[src/rtl/s1k_pkg.sv]
// Shared types and constants for the SHA-1 keystream generator.
`default_nettype none
package s1k_pkg;

	localparam logic [159:0] SHA1_IV = 160'h67452301_EFCDAB89_98BADCFE_10325476_C3D2E1F0;

	typedef enum logic [1:0] {
		ST_IDLE,
		ST_LOAD,
		ST_WAIT
	} s1k_state_t;

	typedef enum logic [2:0] {
		BK_DATA,
		BK_PAD_A,
		BK_PAD_B,
		BK_RB_A,
		BK_RB_B
	} blk_kind_t;

	typedef struct packed {
		logic       busy;
		logic       done;
		logic [6:0] rnd;
	} core_st_t;

	function automatic logic [31:0] rotl(input logic [31:0] x, input int n);
		return (x << n) | (x >> (32 - n));
	endfunction

	// word i of a 160-bit digest, word 0 in the top bits
	function automatic logic [31:0] word_of(input logic [159:0] v, input logic [2:0] i);
		logic [4:0][31:0] vv;
		vv = v;
		return vv[3'd4 - i];
	endfunction

endpackage
`default_nettype wire

[src/rtl/s1k_round_core.sv]
// Iterative SHA-1 compression unit, one round per cycle.
`default_nettype none
module s1k_round_core import s1k_pkg::*; (
	input  wire logic         clk,
	input  wire logic         arst_n,
	input  wire logic         start,
	input  wire logic [159:0] h_in,
	input  wire logic [31:0]  word_in,
	output core_st_t          st,
	output logic [159:0]      h_out
);
	logic         busy_q, done_q;
	logic [6:0]   rnd_q;
	logic [31:0]  a_q, b_q, c_q, d_q, e_q;
	logic [159:0] base_q;
	logic [31:0]  w_q [16];
	logic [31:0]  w_t, f, k, t_sum;

	always_comb begin
		if (rnd_q < 7'd16) begin
			w_t = word_in;
		end else begin
			w_t = rotl(w_q[13] ^ w_q[8] ^ w_q[2] ^ w_q[0], 1);
		end
		if (rnd_q < 7'd20) begin
			f = (b_q & c_q) | (~b_q & d_q);
			k = 32'h5A827999;
		end else if (rnd_q < 7'd40) begin
			f = b_q ^ c_q ^ d_q;
			k = 32'h6ED9EBA1;
		end else if (rnd_q < 7'd60) begin
			f = (b_q & c_q) | (b_q & d_q) | (c_q & d_q);
			k = 32'h8F1BBCDC;
		end else begin
			f = b_q ^ c_q ^ d_q;
			k = 32'hCA62C1D6;
		end
		t_sum = rotl(a_q, 5) + f + e_q + k + w_t;
	end

	always_ff @(posedge clk or negedge arst_n) begin
		if (!arst_n) begin
			busy_q <= 1'b0;
			done_q <= 1'b0;
			rnd_q  <= '0;
		end else begin
			done_q <= 1'b0;
			if (start) begin
				busy_q <= 1'b1;
				rnd_q  <= '0;
			end else if (busy_q) begin
				rnd_q <= rnd_q + 7'd1;
				if (rnd_q == 7'd79) begin
					busy_q <= 1'b0;
					done_q <= 1'b1;
				end
			end
		end
	end

	always_ff @(posedge clk) begin
		if (start) begin
			base_q <= h_in;
			a_q <= h_in[159:128];
			b_q <= h_in[127:96];
			c_q <= h_in[95:64];
			d_q <= h_in[63:32];
			e_q <= h_in[31:0];
		end else if (busy_q) begin
			a_q <= t_sum;
			b_q <= a_q;
			c_q <= rotl(b_q, 30);
			d_q <= c_q;
			e_q <= d_q;
			for (int i = 0; i < 15; i++) begin
				w_q[i] <= w_q[i+1];
			end
			w_q[15] <= w_t;
		end
	end

	assign h_out = {base_q[159:128] + a_q, base_q[127:96] + b_q, base_q[95:64] + c_q,
		base_q[63:32] + d_q, base_q[31:0] + e_q};
	assign st = '{busy: busy_q, done: done_q, rnd: rnd_q};

endmodule
`default_nettype wire

[src/rtl/sha1_keystream_generator_top.sv]
// Top level: seed absorption, block sequencer and keystream byte output.
// A request beat with bytes left gives its byte in the cycle after acceptance.
// A rebuild (every 20th byte) runs two blocks; closing the second seed half adds
// padding blocks and a rebuild.
// Seed beats go in back to back unless a block fills, a half closes or output is stalled.
// Asynchronous active-low reset clears hashes, index and length; block buffer is not cleared.
`default_nettype none
module sha1_keystream_generator_top import s1k_pkg::*; #(
	parameter int MAX_HALF_BYTES = 64
) (
	input  wire logic       clk,
	input  wire logic       arst_n,
	input  wire logic       s_tvalid,
	output logic            s_tready,
	input  wire logic [7:0] s_tdata,  // [7:0] seed_byte
	input  wire logic [1:0] s_tuser,  // [0] command, [1] seed_half
	input  wire logic       s_tlast,  // last_of_half
	output logic            m_tvalid,
	input  wire logic       m_tready,
	output logic [7:0]      m_tdata   // [7:0] out_byte
);
	s1k_state_t      state_q, state_d;
	blk_kind_t       kind_q;
	core_st_t        cst;
	logic            core_start, blk_done, more;
	logic [159:0]    h_out, core_h_in;
	logic [31:0]     word_in;
	logic [159:0]    first_q, second_q, cur_q, chain_q, tmp_q, middle;
	logic [4:0]      idx_q;
	logic [15:0]     hl_q;
	logic            last_q, half_q, req_q, mid_zero_q;
	logic [7:0]      out_q;
	logic            mv_q, mv_set;
	logic [3:0][7:0] mem [16];
	logic [3:0][7:0] rd_q;
	logic [3:0]      rd_addr;
	logic [5:0]      pos;
	logic [19:0][7:0] cur_bytes;
	logic            s_acc, fin;

	assign s_acc    = s_tvalid && s_tready;
	assign pos      = hl_q[5:0];
	assign middle   = mid_zero_q ? '0 : cur_q;
	assign blk_done = (state_q == ST_WAIT) && cst.done;
	assign cur_bytes = cur_q;
	assign fin = (kind_q == BK_PAD_B) || ((kind_q == BK_PAD_A) && (pos < 6'd56));
	// a new output beat is loaded either from a request or from a finished rebuild
	assign mv_set = (s_acc && s_tuser[0] && idx_q < 5'd20) ||
		(blk_done && kind_q == BK_RB_B && req_q);

	s1k_round_core u_core (
		.clk    (clk),
		.arst_n (arst_n),
		.start  (core_start),
		.h_in   (core_h_in),
		.word_in(word_in),
		.st     (cst),
		.h_out  (h_out)
	);

	always_comb begin
		case (kind_q)
			BK_RB_A: core_h_in = SHA1_IV;
			BK_RB_B: core_h_in = tmp_q;
			default: core_h_in = chain_q;
		endcase
	end

	// block word for the current round
	always_comb begin
		logic [5:0] b;
		b = '0;
		word_in = '0;
		case (kind_q)
			BK_DATA: word_in = rd_q;
			BK_PAD_A: begin
				for (int j = 0; j < 4; j++) begin
					b = {cst.rnd[3:0], 2'(j)};
					if (b < pos) begin
						word_in[31-8*j -: 8] = rd_q[3-j];
					end else if (b == pos) begin
						word_in[31-8*j -: 8] = 8'h80;
					end
				end
				if (pos < 6'd56 && cst.rnd[3:0] == 4'd15) begin
					word_in = {13'd0, hl_q, 3'd0};
				end
			end
			BK_PAD_B: begin
				if (cst.rnd[3:0] == 4'd15) begin
					word_in = {13'd0, hl_q, 3'd0};
				end
			end
			BK_RB_A: begin
				if (cst.rnd < 7'd5) begin
					word_in = word_of(first_q, cst.rnd[2:0]);
				end else if (cst.rnd < 7'd10) begin
					word_in = word_of(middle, 3'(cst.rnd - 7'd5));
				end else if (cst.rnd < 7'd15) begin
					word_in = word_of(second_q, 3'(cst.rnd - 7'd10));
				end else begin
					word_in = 32'h80000000;
				end
			end
			BK_RB_B: begin
				if (cst.rnd[3:0] == 4'd15) begin
					word_in = 32'd480;
				end
			end
			default: word_in = '0;
		endcase
	end

	// another block follows the one just finished
	always_comb begin
		case (kind_q)
			BK_DATA:  more = last_q;
			BK_PAD_A: more = (pos >= 6'd56) || half_q;
			BK_PAD_B: more = half_q;
			BK_RB_A:  more = 1'b1;
			default:  more = 1'b0;
		endcase
	end

	always_comb begin
		state_d = state_q;
		case (state_q)
			ST_IDLE: begin
				if (s_acc) begin
					if (s_tuser[0]) begin
						if (idx_q >= 5'd20) state_d = ST_LOAD;
					end else if ((hl_q < 16'(MAX_HALF_BYTES) && hl_q[5:0] == 6'd63) || s_tlast) begin
						state_d = ST_LOAD;
					end
				end
			end
			ST_LOAD: state_d = ST_WAIT;
			ST_WAIT: begin
				if (cst.done) state_d = more ? ST_LOAD : ST_IDLE;
			end
			default: state_d = ST_IDLE;
		endcase
	end

	always_comb begin
		core_start = (state_q == ST_LOAD);
		s_tready   = (state_q == ST_IDLE) && (!mv_q || m_tready);
	end

	assign rd_addr = cst.busy ? cst.rnd[3:0] + 4'd1 : 4'd0;

	always_ff @(posedge clk) begin
		if (s_acc && !s_tuser[0] && hl_q < 16'(MAX_HALF_BYTES)) begin
			mem[hl_q[5:2]][2'd3 - hl_q[1:0]] <= s_tdata;
		end
		rd_q <= mem[rd_addr];
	end

	always_ff @(posedge clk or negedge arst_n) begin
		if (!arst_n) begin
			state_q    <= ST_IDLE;
			kind_q     <= BK_DATA;
			first_q    <= '0;
			second_q   <= '0;
			cur_q      <= '0;
			chain_q    <= SHA1_IV;
			tmp_q      <= '0;
			idx_q      <= '0;
			hl_q       <= '0;
			last_q     <= 1'b0;
			half_q     <= 1'b0;
			req_q      <= 1'b0;
			mid_zero_q <= 1'b0;
			out_q      <= '0;
			mv_q       <= 1'b0;
		end else begin
			state_q <= state_d;
			if (mv_set) mv_q <= 1'b1;
			else if (m_tready) mv_q <= 1'b0;
			if (s_acc) begin
				if (s_tuser[0]) begin
					if (idx_q >= 5'd20) begin
						req_q      <= 1'b1;
						mid_zero_q <= 1'b0;
						kind_q     <= BK_RB_A;
					end else begin
						out_q <= cur_bytes[5'd19 - idx_q];
						idx_q <= idx_q + 5'd1;
					end
				end else begin
					last_q <= s_tlast;
					half_q <= s_tuser[1];
					if (hl_q < 16'(MAX_HALF_BYTES)) hl_q <= hl_q + 16'd1;
					if (hl_q < 16'(MAX_HALF_BYTES) && hl_q[5:0] == 6'd63) begin
						kind_q <= BK_DATA;
					end else begin
						kind_q <= BK_PAD_A;
					end
				end
			end
			if (blk_done) begin
				case (kind_q)
					BK_DATA: begin
						chain_q <= h_out;
						kind_q  <= BK_PAD_A;
					end
					BK_PAD_A, BK_PAD_B: begin
						if (!fin) begin
							chain_q <= h_out;
							kind_q  <= BK_PAD_B;
						end else begin
							if (half_q) second_q <= h_out;
							else first_q <= h_out;
							chain_q    <= SHA1_IV;
							hl_q       <= '0;
							last_q     <= 1'b0;
							mid_zero_q <= 1'b1;
							kind_q     <= BK_RB_A;
						end
					end
					BK_RB_A: begin
						tmp_q  <= h_out;
						kind_q <= BK_RB_B;
					end
					BK_RB_B: begin
						cur_q <= h_out;
						idx_q <= req_q ? 5'd1 : 5'd0;
						if (req_q) begin
							out_q <= h_out[159:152];
							req_q <= 1'b0;
						end
					end
					default: kind_q <= BK_DATA;
				endcase
			end
		end
	end

	assign m_tvalid = mv_q;
	assign m_tdata  = out_q;

	a_start_idle: assert property (@(posedge clk) disable iff (!arst_n)
		core_start |-> !cst.busy) else $error("core started while busy");
	a_idx_range: assert property (@(posedge clk) disable iff (!arst_n)
		idx_q <= 5'd20) else $error("byte index past digest");
	a_req_rebuild: assert property (@(posedge clk) disable iff (!arst_n)
		(s_acc && s_tuser[0] && idx_q >= 5'd20) |=> (state_q == ST_LOAD && kind_q == BK_RB_A))
		else $error("exhausted digest did not start rebuild");
	a_done_wait: assert property (@(posedge clk) disable iff (!arst_n)
		cst.done |-> state_q == ST_WAIT) else $error("block done outside wait");

endmodule
`default_nettype wire
[config.mk]
export PLATFORM = sky130hd
export DESIGN_NAME = sha1_keystream_generator_top
export DESIGN_NICKNAME = d
export VERILOG_FILES = /design/src/rtl/s1k_pkg.sv /design/src/rtl/s1k_round_core.sv /design/src/rtl/sha1_keystream_generator_top.sv
export SDC_FILE = /design/constraint.sdc
export NUM_CORES = 2
export LEC_CHECK = 0
export ABC_AREA = 1
export BUFFER_PORTS_ARGS = -buffer_cell sky130_fd_sc_hd__buf_2
export CAP_MARGIN = 20
export CORE_MARGIN = 2
export CORE_UTILIZATION = 40
export DETAILED_ROUTE_END_ITERATION = 8
export GPL_TIMING_DRIVEN = 0
export PLACE_DENSITY = 0.63
export SLEW_MARGIN = 20
export SYNTH_ARGS = -nofsm -noshare
export SYNTH_HDL_FRONTEND = slang
export SYNTH_SLANG_ARGS = --single-unit
[constraint.sdc]
create_clock -name clk -period 25.2 [get_ports clk]
set_input_delay 6.3 -clock clk [delete_from_list [all_inputs] [get_ports clk]]
set_output_delay 6.3 -clock clk [all_outputs]
set_load 0.01 [all_outputs]
== After elaboration in Yosys (flattened, before gate mapping) ==
Memory sizes are Yosys's and may differ from the RTL's. A register that Yosys moved wholly into a read port is not among the register bits.
Cells that the tools add are included.
W data, S select, Z words.

* Add/subtract/negate cells: 20
* $lt $le $gt $ge: 22
* Equality and inequality tests: 17
* Mux-type cells: 112
* Bitwise gates (word level): 18
* Reductions and logical operators: 33

{| class="wikitable"
|+ Operator list
! kind !! count
|-
| $mux W32 || 24
|-
| $pmux W160 S2 || 2
|-
| $mux W160 || 2
|-
| $add A32 B32 Y32 || 9
|-
| $bmux W32 S3 || 3
|-
| $pmux W32 S5 || 1
|-
| $xor A32 B32 Y32 || 5
|-
| $and A32 B32 Y32 || 4
|-
| $mux W8 || 16
|-
| $mux W16 || 6
|-
| $or A32 B32 Y32 || 3
|-
| $bmux W8 S5 || 1
|-
| $mux W1 || 33
|-
| $not A32 Y32 || 1
|-
| $or A32 B1 Y32 || 1
|-
| $or A32 B30 Y32 || 1
|-
| $or A32 B5 Y32 || 1
|-
| $mux W31 || 1
|-
| $mux W5 || 5
|-
| $eq A6 B6 Y1 || 4
|-
| $lt A6 B6 Y1 || 4
|-
| $mux W19 || 1
|-
| $add A16 B1 Y16 const B || 1
|-
| $demux W8 S2 || 1
|-
| 51 further kinds || 92
|}

* Register bits: 1,168
* RAM bits: 1,024
* Bits of input ports: 15
* Output and inout bits: 10
* Logic and storage cells: 248
* Memories: 2

{| class="wikitable"
|+ Memory list
! name !! depth !! width !! read ports !! clocked after memory_dff !! wr ports !! line !! text
|-
| mem || 16 || 32 || 1 || 1 || 1 || sha1_keystream_generator_top.sv:34 || <nowiki>logic [3:0][7:0] mem [16];</nowiki>
|-
| u_core.w_q || 16 || 32 || 16 || 0 || 16 || s1k_round_core.sv:16 || <nowiki>logic [31:0] w_q [16];</nowiki>
|}

== Depth between registers and ports, before layout ==
* Depth in word-level cells: 12
* Mapped depth: 37
* Depth with buffers taken out: 32

== Modules after synthesis ==
Synthesis repeated with hierarchy kept, for this count alone.

* Cell total of the unflattened synthesis: 10,592
* Area, all modules: 104,580.3 um^2

{| class="wikitable"
|+ By module, submodules not included
! module !! times used !! cells an instance !! area each (um^2) !! sequential area each (um^2)
|-
| sha1_keystream_generator_top || 1 || 6,538 || 60,594.4 || 37,110.6
|-
| s1k_round_core || 1 || 4,054 || 43,985.9 || 25,209.2
|}

== Worst setup path before layout ==
Ideal clock, no wire load.

* Path type: flip-flop to flip-flop
* Start: reg state_q[0]
* End: mem u_core.w_q[0][0] (enable)
* Setup time: 1,404 ps
* Data arrival time: 21,893 ps
* Required time: 23,796 ps
* Setup slack: 1,903 ps
* Stages on the path, launching flop included: 5
* Path buffers: 1
* Period minus slack after synthesis: 23,297 ps
* Path through: dfrtp_1 inv_2 nor2_1 clkbuf_1 nor2_1

{| class="wikitable"
|+ RTL lines
! item !! line !! text
|-
| start: declaration || sha1_keystream_generator_top.sv:22 || <nowiki>s1k_state_t state_q, state_d;</nowiki>
|-
| start signal: assignment || sha1_keystream_generator_top.sv:177 || <nowiki>state_q <= state_d;</nowiki>
|-
| end: declaration || s1k_round_core.sv:16 ||
|}

== Worst setup path after layout ==
* Start: in m_tready
* End: out s_tready

* Word-level cells in the longest chain between the ends: 2

{| class="wikitable"
|+ Ends and longest elaborated chain
! item !! line !! text
|-
| start: declaration || sha1_keystream_generator_top.sv:19 || <nowiki>input wire logic m_tready,</nowiki>
|-
| $logic_or A1 B1 Y1 || sha1_keystream_generator_top.sv:147 || <nowiki>s_tready = (state_q == ST_IDLE) && (!mv_q || m_tready);</nowiki>
|-
| $logic_and A1 B1 Y1 || sha1_keystream_generator_top.sv:147 ||
|-
| end: declaration || sha1_keystream_generator_top.sv:14 || <nowiki>output logic s_tready,</nowiki>
|}

No other way between the ends.

==> flow_metrics.py <==
metrics = {
    "run_status": {
        "status": "complete, but fails checks",
        "violations": "max-slew violations",
    },
    "yosys": {
        "synthXorXnorAreaFrac_pct": 1.69,
        "synth_seq_area_share_pct": 60.1,
        "ys_ff_latch": 2224,
        "synth_edf_count": 1344,
        "synth_top_family_by_area": "simple AND/OR/NAND/NOR gates",
        "async_reset_ff_share_pct": 38.1,
        "synth_mux_area_share_pct": 0,
        "synthFlopType": "edfxtp_1",
        "synth_area_per_cell_um2": 10.0,
        "syn_inst": 10300,
        "syn_nets": 10700,
        "synth_fa_ha_area_share_pct": 4.98,
        "yosysWarnings": 0,
        "synthSimpleGateAreaFrac_pct": 15.2,
        "synth-compound-area-share_pct": 13.0,
        "syn_area_um2": 104000,
        "ys_types": 73,
    },
    "grt": {
        "globalRouteOverflowTotal": 0,
        "antenna_found_initial": 80,
        "grt_first_pass_wirelength_um": 688000,
        "grt_max_degree": 121,
        "grt_usage_pct": 38.0,
        "grt_pass1_vias": 81700,
    },
    "cells_and_area": {
        "drive_gt1_share_pct": 8.56,
        "fin_nets": 11100,
        "fin_util_pct": 46.2,
        "area_growth_pct": 14.5,
        "multi_input_area_um2": 37000,
        "fill_cells": 24300,
        "seq_area_um2": 62300,
        "finish.instance_area_um2": 119000,
    },
    "run": {
        "maxCapViolCount": 0,
    },
    "clocking": {
        "cts-hold-fix-buffers": 0,
        "clock_latency_ns": 0.97,
        "cts_resized": 0,
        "cts_setup_buffers": 0,
        "htree_levels": 4,
        "cts_tree": "yes",
        "clockRootBuffer": "clkbuf_16",
        "cts.sinks": 2224,
        "clk_pin_slew_ns": 0.06,
        "clockBufferDepth": 4,
        "cts_buffers": 248,
    },
    "setup_path": {
        "critPathLaunch": "m_tready",
        "r2r_start": "u_core.rnd_q[0]",
        "cp.required_ns": 18.90,
        "start_kind": "input pin",
        "worstSetupPathType": "in2out",
        "cp_max_fo": 2,
        "cp_data_arrival_time_ns": 6.78,
        "cp-end-kind": "primary output",
    },
    "place": {
        "finalWeightedCongestion": 1.08,
        "place.port_buffers": 24,
        "dp_hpwl_um": 395000,
        "place_area_um2": 111000,
    },
    "timing": {
        "finalSetupViolations": 0,
        "timing.fmax_mhz": 76.5,
        "final.period_utilization_pct": 51.9,
        "finalHoldViolCount": 0,
        "tightest_slew_ns": 1.51,
        "fin_skew_ns": 0.0875,
        "slew_headroom_pct": -0.355,
        "grt_setup_unrepaired": "no",
        "fin_crit_ns": 13.08,
        "drv_slew": 1,
    },
    "floorplanning": {
        "die_y_um": 513,
        "initial_core_util_pct": 40.3,
        "ioPinCount": 25,
        "die_x_um": 513,
        "rows": 186,
        "core_region_area_um2": 257000,
        "dieArea_um2": 264000,
    },
    "detailed_routing": {
        "wl_per_cell_um": 35.6,
        "ant_nets": 0,
        "vias": 87100,
        "drc_errors": 0,
        "initialDrtViolationCount": 13700,
        "wl_um": 511000,
        "via_per_inst": 6.08,
        "drt_pre_antenna_iters": 9,
    },
    "min_path": {
        "hold_class": "reg2reg",
        "hold_start": "u_core.w_q[5][14]",
    },
}
[Yosys cell counts (119+ instances only)]
| master | n | area, µm² |
|---|---|---|
| fa_1 | 125 | 2500 |
| edfxtp_1 | 1344 | 40400 |
| nand3_1 | 500 | 2500 |
| xnor2_1 | 119 | 1040 |
| o21ai_0 | 1213 | 6070 |
| ha_1 | 213 | 2670 |
| dfrtp_1 | 768 | 19200 |
| inv_1 | 791 | 2970 |
| nand2_1 | 2339 | 8780 |
| a21oi_1 | 483 | 2420 |
| clkbuf_1 | 274 | 1030 |
| buf_2 | 167 | 836 |
| nor2_1 | 847 | 3180 |
[area by class of cell]
| class | count | share of cell area (%) |
|---|---|---|
| Clock inverter | 124 | 1.06 |
| Clock buffer | 332 | 5.69 |
| Tap cell | 3384 | 3.56 |
| Buffer | 513 | 1.88 |
| Sequential cell | 2224 | 52.4 |
| Timing Repair Buffer | 116 | 1.54 |
| Multi-Input combinational cell | 6788 | 31.2 |
| Antenna cell | 38 | 0.0800 |
| Inverter | 818 | 2.59 |
[through the flow]
step | hold slack (ns) | TNS, ns | setup slack, ns | std cells
5_1_grt | 0.405 | 0 | 12.07 | 14300
3_5_place_dp | 0.405 | 0 | 12.12 | 13800
6_report | 0.394 | 0 | 12.12 | 14300
4_1_cts | 0.389 | 0 | 12.11 | 14300
3_3_place_gp | 0.401 | -4314.85 | -6.07 | 13800
2_1_floorplan | 0.400 | 0 | 1.90 | 10300
[worst max-delay path, stage by stage]
cell and delay, ns:
buf_2 0.10, nor2_1 0.14, nor2_1 0.08, buf_2 0.16
[layout by cell type (no fill, tap or decap), types with 32 or more instances in the layout]
cell type / count
clkinv_2: 46
dfstp_2: 80
o211ai_1: 74
o21ai_1: 34
buf_1: 54
o22ai_1: 115
nand3_1: 500
o21bai_1: 35
clkbuf_1: 327
o221ai_1: 76
nand2_1: 2338
nor3_1: 62
o21ai_0: 1213
buf_6: 32
xor2_2: 40
clkinv_1: 40
buf_2: 187
diode_2: 38
edfxtp_1: 1344
nor2_1: 843
o311ai_0: 51
fa_1: 125
clkbuf_16: 252
a21oi_1: 483
xnor2_1: 88
ha_1: 213
dfxtp_1: 32
o31ai_1: 34
dfrtp_1: 768
inv_1: 791
a31oi_1: 68
[worst paths after layout]
check	end	cells past startpoint	slack, ns
max	s_tready	4	12.12
min in group asynchronous	cur_bytes[115]	1	5.23
min reg2reg	u_core.w_q[4][14]	0	0.39
max in group asynchronous	chain_q[12]	5	17.40
min	u_core.w_q[4][14]	0	0.39
max reg2reg	u_core.a_q[23]	32	13.71
[registers in the layout, summed over array words and instances, names as in the netlist, 8 cells and up]
signal / flops
chain_q: 160
cur_bytes: 160
first_q: 160
hl_q: 16
m_tdata: 8
mem: 512
rd_q: 32
second_q: 160
tmp_q: 160
u_core.a_q: 32
u_core.b_q: 32
u_core.base_q: 160
u_core.c_q: 32
u_core.d_q: 32
u_core.e_q: 32
u_core.w_q: 512
[routing by layer]
| metal | GRT usage (%) | part of all wire, % | up-vias |
|---|---|---|---|
| met4 | 22.2 | 7.0 | 24 |
| li1 | - | - | 36300 |
| met3 | 10.4 | 12 | 1143 |
| met1 | 51.8 | 40 | 43700 |
| met5 | 0 | 0.034 | - |
| met2 | 54.3 | 41 | 5947 |
[cells by family after synthesis]
logic type | Yosys count
compound gates | 2366
xor+xnor | 200
fa+ha+maj | 338
buf+inv | 1331
flops | 2224
simple gates | 3884
Power is left out: the tool's default activity adds up to more than one toggle a clock period on the data nets, which glitch-free logic cannot reach.
